--- src/rtl/sts_pkg.sv ---
`timescale 1ns / 1ps
package sts_pkg;

   // table geometry
   localparam int TABLE_DEPTH = 1024;
   localparam int ADDR_W      = $clog2(TABLE_DEPTH);
   localparam int BOUND_W     = $clog2(TABLE_DEPTH + 1);

   // field widths fixed by the interface
   localparam int CFG_W  = 11;
   localparam int SLOT_W = 10;
   localparam int WORD_W = 32;

   // operation codes
   localparam logic OP_LOAD   = 1'b0;
   localparam logic OP_SEARCH = 1'b1;

   typedef struct packed {
      logic                     operation;
      logic [SLOT_W-1:0]        slot_index;
      logic signed [WORD_W-1:0] data_word;
   } req_type;

   typedef struct packed {
      logic              found;
      logic [SLOT_W-1:0] found_position;
   } rsp_type;

   typedef enum logic [1:0] {
      ST_IDLE,
      ST_PROBE_RD,
      ST_PROBE_CMP,
      ST_RESULT
   } state_type;

   // controller to datapath
   typedef struct packed {
      logic load_write;
      logic search_init;
      logic probe_read;
      logic probe_update;
      logic result_load;
   } cmd_type;

   // datapath to controller
   typedef struct packed {
      logic range_empty;
      logic hit;
   } status_type;

endpackage

--- src/rtl/sts_ctrl.sv ---
`timescale 1ns / 1ps
module sts_ctrl (
   input  logic                 clock,
   input  logic                 reset,
   input  logic                 req_valid,
   input  logic                 req_operation,
   output logic                 req_stall,
   output logic                 rsp_valid,
   input  logic                 rsp_stall,
   input  sts_pkg::status_type  status,
   output sts_pkg::cmd_type     cmd
);

   sts_pkg::state_type state_ff, state_in;
   logic               rsp_valid_ff, rsp_valid_in;

   // state and output valid registers
   always_ff @(posedge clock) begin
      if (reset) begin
         state_ff     <= sts_pkg::ST_IDLE;
         rsp_valid_ff <= 1'b0;
      end else begin
         state_ff     <= state_in;
         rsp_valid_ff <= rsp_valid_in;
      end
   end

   // next state and commands
   always_comb begin
      state_in  = state_ff;
      cmd       = '0;
      req_stall = 1'b1;
      unique case (state_ff)
         sts_pkg::ST_IDLE: begin
            req_stall = 1'b0;
            if (req_valid) begin
               if (req_operation == sts_pkg::OP_LOAD) begin
                  cmd.load_write = 1'b1;
               end else begin
                  cmd.search_init = 1'b1;
                  state_in        = sts_pkg::ST_PROBE_RD;
               end
            end
         end
         sts_pkg::ST_PROBE_RD: begin
            if (status.range_empty) begin
               state_in = sts_pkg::ST_RESULT;
            end else begin
               cmd.probe_read = 1'b1;
               state_in       = sts_pkg::ST_PROBE_CMP;
            end
         end
         sts_pkg::ST_PROBE_CMP: begin
            cmd.probe_update = 1'b1;
            state_in = status.hit ? sts_pkg::ST_RESULT : sts_pkg::ST_PROBE_RD;
         end
         sts_pkg::ST_RESULT: begin
            // wait for the output register to be free or draining
            if (!rsp_valid_ff || !rsp_stall) begin
               cmd.result_load = 1'b1;
               state_in        = sts_pkg::ST_IDLE;
            end
         end
         default: begin
            state_in = sts_pkg::ST_IDLE;
         end
      endcase
   end

   // result beat valid holds while stalled
   always_comb begin
      if (cmd.result_load) begin
         rsp_valid_in = 1'b1;
      end else begin
         rsp_valid_in = rsp_valid_ff && rsp_stall;
      end
   end

   assign rsp_valid = rsp_valid_ff;

endmodule

--- config.mk ---
export PLATFORM = sky130hd
export DESIGN_NAME = sts_ctrl
export DESIGN_NICKNAME = d
export VERILOG_FILES = /design/src/rtl/sts_pkg.sv /design/src/rtl/sts_ctrl.sv
export SDC_FILE = /design/constraint.sdc
export NUM_CORES = 1
export LEC_CHECK = 0
export ABC_AREA = 0
export BUFFER_PORTS_ARGS = -buffer_cell sky130_fd_sc_hd__buf_2
export CORE_AREA = 8 8 45 47
export CTS_CLUSTER_SIZE = 28
export DETAILED_ROUTE_END_ITERATION = 8
export DIE_AREA = 0 0 53 55
export GPL_TIMING_DRIVEN = 0
export SYNTH_ARGS = -nofsm -noshare
export SYNTH_HDL_FRONTEND = slang
export SYNTH_SLANG_ARGS = --single-unit
--- constraint.sdc ---
create_clock -name clock -period 1.1 [get_ports clock]
set_clock_uncertainty 0.15 [all_clocks]
set_input_delay 0.165 -clock clock [delete_from_list [all_inputs] [get_ports clock]]
set_output_delay 0.165 -clock clock [all_outputs]
set_load 0.03 [all_outputs]
# [After elaboration in Yosys (flattened, before gate mapping)]
# Cells that the tools add are included.
# W data, S select, Z words.
[totals] in_bits=7 output_inout_bits=7 register_bits=3
[classes] eq_ne=6 n_mux=17 n_reduce_logical=6
[op_table] operator="$mux W2" n=6
[op_table] operator="$mux W1" n=10
[op_table] operator="$pmux W2 S4" n=1
[op_table] operator="$ne A2 B2 Y1 const B" n=3
[op_table] operator="$eq A2 B2 Y1 const B" n=2
[op_table] operator="$reduce_and A3 Y1" n=1
[op_table] operator="$eq A2 B1 Y1 const B" n=1
[op_table] operator="$logic_not A1 Y1" n=2
[op_table] operator="$logic_not A2 Y1" n=1
[op_table] operator="$logic_and A1 B1 Y1" n=1
[op_table] operator="$logic_or A1 B1 Y1" n=1

# [Longest topological paths before layout]
[logic_depth] word_depth=5 depth_mapped=2

# [Least setup slack after synthesis]
# Ideal clock, no wire load.
[synth_path] path_type="reg2out" start="register state_ff[1]" end="output port cmd[4] (netlist name)" arrival_time_ns=1.491 path_stages_with_launch=3 t_required_ns=0.785 setup_slack_ns=-0.706 path_buffers=0 cell_sequence="dfxtp_1 or2_1 nor3b_1"
[synth_rtl] item="start, declared" line="sts_ctrl.sv:14" rtl="sts_pkg::state_type state_ff, state_in;"
[synth_rtl] item="start signal, assigned" line="sts_ctrl.sv:20" rtl="state_ff <= sts_pkg::ST_IDLE;"
[synth_rtl] item="start signal, assigned" line="sts_ctrl.sv:23" rtl="state_ff <= state_in;"
[synth_rtl] item="end, declared" line="sts_ctrl.sv:11" rtl="output sts_pkg::cmd_type cmd"

==> impl_results.md <==
- Area leader, netlist: dfxtp_1
- Crit-path max FO: 8
- Total GRT Usage: roughly 4.4%
- Total Wirelength: ~570 µm
- Combinational power share: between 30% and 40%
- First-pass GRT wire length: between 900 and 1000 µm
- Worst Path Required: 0.78 ns
- Seq/Total Area, Yosys: between 30% and 40%
- Rows: 14
- Failing checks: negative setup slack
- Post-Synthesis Cells: 17
- Fin crit share: 134%
- Post-synth net total: 24
- CP endpoint kind: output port
- Root Buffer: clkbuf_4
- WS Path Type: flip-flop to output port
- RSZ-0062 raised after global routing: true
- Area Overhead vs Synth: 141%
- Slew Limit Fails: 0
- Share of cells above drive strength 1: between 70% and 80%
- Peak supply drop: between 0.2 and 0.25 mV
- CTS buffer count: 3
- Top FF cell, synth: dfxtp_1
- Crit start category: flip-flop
- Gp weighted congestion: 0.649
- Deepest clock path buffer count: 2
- Vias in the first global route: 234
- Sequential share of power: between 20% and 30%
- Diode count: 0
- Top cells by count, synth: a21oi_1, dfxtp_1, a211oi_1, nand2_1
- P per Cell Area: ~1300 mW/mm²
- Clock power share: around 36%
- Outcome: complete, but fails checks
- Slew margin rel.: between 70% and 80%
- Die footprint: a little under 0.003 mm²
- Largest cells by area after synthesis: dfxtp_1, a21oi_1, a2111oi_2
- Vias: between 200 and 250
- Tmin final: about 1.5 ns
- Die height: ~55 µm
- Fin Hold WS: ~0.15 ns
- Slack of the critical path: -0.377 ns
- CTS tree: done
- Iteration count of the initial detailed-routing pass: 2
- Crit-path cells: or2_4 -> nor3b_4 -> buf_6
- Seq cells post-synth: 3
- Hold crit path type: primary input to flip-flop
- Initial Util: between 10% and 20%
- Largest net degree at the start of global routing: 9
- Crit path max-delay cell type: dfxtp_4
- Post-synth ARST share: 0%
- Synth Cell Area: 169 µm²
- Port-buffer cells: 13
- Clk pin slew, worst setup/hold paths: around 0.040 ns
- Synth warn: 0
- GRT overflow: 0
- DRC Markers: 0
- Syn Area/Cell: 9.94 µm²
- Layout Nets: 47
- Number of DRC markers in iteration 0: 3
- Sw Pwr: approximately 160 µW
- Max-cap viol count: 0
- Initial antenna violation count: 0
- Vias per inst: roughly 4
- Place WS: -0.193 ns
- Worst-margin pin slew: 0.370 ns
- Total power: between 500 and 600 µW
- Clk Latency, worst-skew pair: 0.23 ns
- Post-synth EDFFs: 0
- Fmax: 0.677 GHz
- Final ANT Viol Nets: 0
- # clock sinks: 3
- Share of the synthesized area in the top cell type: 35.6%
- DP HPWL: 416 µm
- Die width: 53 µm
- Number of I/O pins: 14
- Worst path max stage delay: between 0.3 and 0.4 ns
- CP arrival: 1.16 ns
- Switching Share: around 31%
- H-tree levels: 1
- Hold violation count in the final report: 0
- Final setup fails: 7
- Netlist cell types: 11
- Leak: around 0.00017 µW
- Core area: ~0.0014 mm²
- Cell-internal power: 367 µW
- WL/cell: ~10 µm
[power groups by stage]
stage | sequential (µW) | clock, µW | combinational [µW]
detailed placement | 138 | 0 | 133
finish | 133 | 190 | 207
CTS | 133 | 204 | 165
global route | 135 | 212 | 221
floorplan | 136 | 0 | 93.4
global placement | 138 | 0 | 132
[placed cells by master (no fill, tap or decap), drive strengths merged, types with 2 or more instances in the layout]
| cell type | synthesis | routed |
|---|---|---|
| clkbuf | 0 | 4 |
| buf | 0 | 17 |
| a211oi | 2 | 2 |
| a21oi | 3 | 3 |
| dfxtp | 3 | 3 |
| nor3b | 2 | 2 |
| nand2 | 2 | 2 |
[state kept, by name, indices dropped and copies added, names as in the netlist]
name	flops
state_ff	2
rsp_valid	1
[cell families (layout without fill, tap and decap cells)]
family	count (synthesis)	in the layout	synth area share [%]
buffers and inverters	0	22	0
AOI/OAI and AO/OA	6	6	26.7
DFF	3	3	35.6
and+or+nand+nor	8	8	37.8
[metal layers]
metal  GRT usage, %  wire length, µm  vias up
li1               -                -      111
met1           3.64              183       97
met2           8.01              310        9
met3          0.802               61        2
met4           5.17               19        0
met5              0                0        -
[cell type report]
type	instances	area, µm²
clock buffer	4	26.3
fill	155	977
multi-input combinational	14	144
sequential	3	67.6
tap	16	20.0
timing repair buffer	18	149
[critical path: cells and delay by family (launching register included)]
kind	cells	cell delay, ns
simple gates	2	0.42
flops	1	0.36
buf+inv	1	0.15
[path summary, 6_finish.rpt]
path	start	endpoint	slack (ns)	depth (start not counted)
setup / recovery	state_ff[1]	cmd[4]	-0.38	3
hold / removal	status[0]	state_ff[1]	0.15	3
setup reg to reg	state_ff[0]	state_ff[0]	-0.05	3
hold reg to reg	state_ff[1]	rsp_valid	0.44	2
[through the flow]
stage | util [%] | setup TNS [ns] | instances | area (µm²)
2_1_floorplan | - | -0.453 | 17 | 189
3_3_place_gp | 19.8 | -0.269 | 46 | 274
3_5_place_dp | 19.8 | -0.305 | 46 | 274
4_1_cts | 25.6 | -1.80 | 53 | 354
5_1_grt | 29.4 | -2.33 | 55 | 407
6_report | 29.4 | -1.99 | 55 | 407
[repair_timing]
action                                 4_1_cts  5_1_grt
setup buffers                                2        2
pin swaps                                    1        2
setup endpoints to repair                    7        9
hold buffers                                 1        0
resized for setup                           10        9
endpoints found under the hold margin        3        0
No activity file was read; power rests on OpenSTA's default activity.
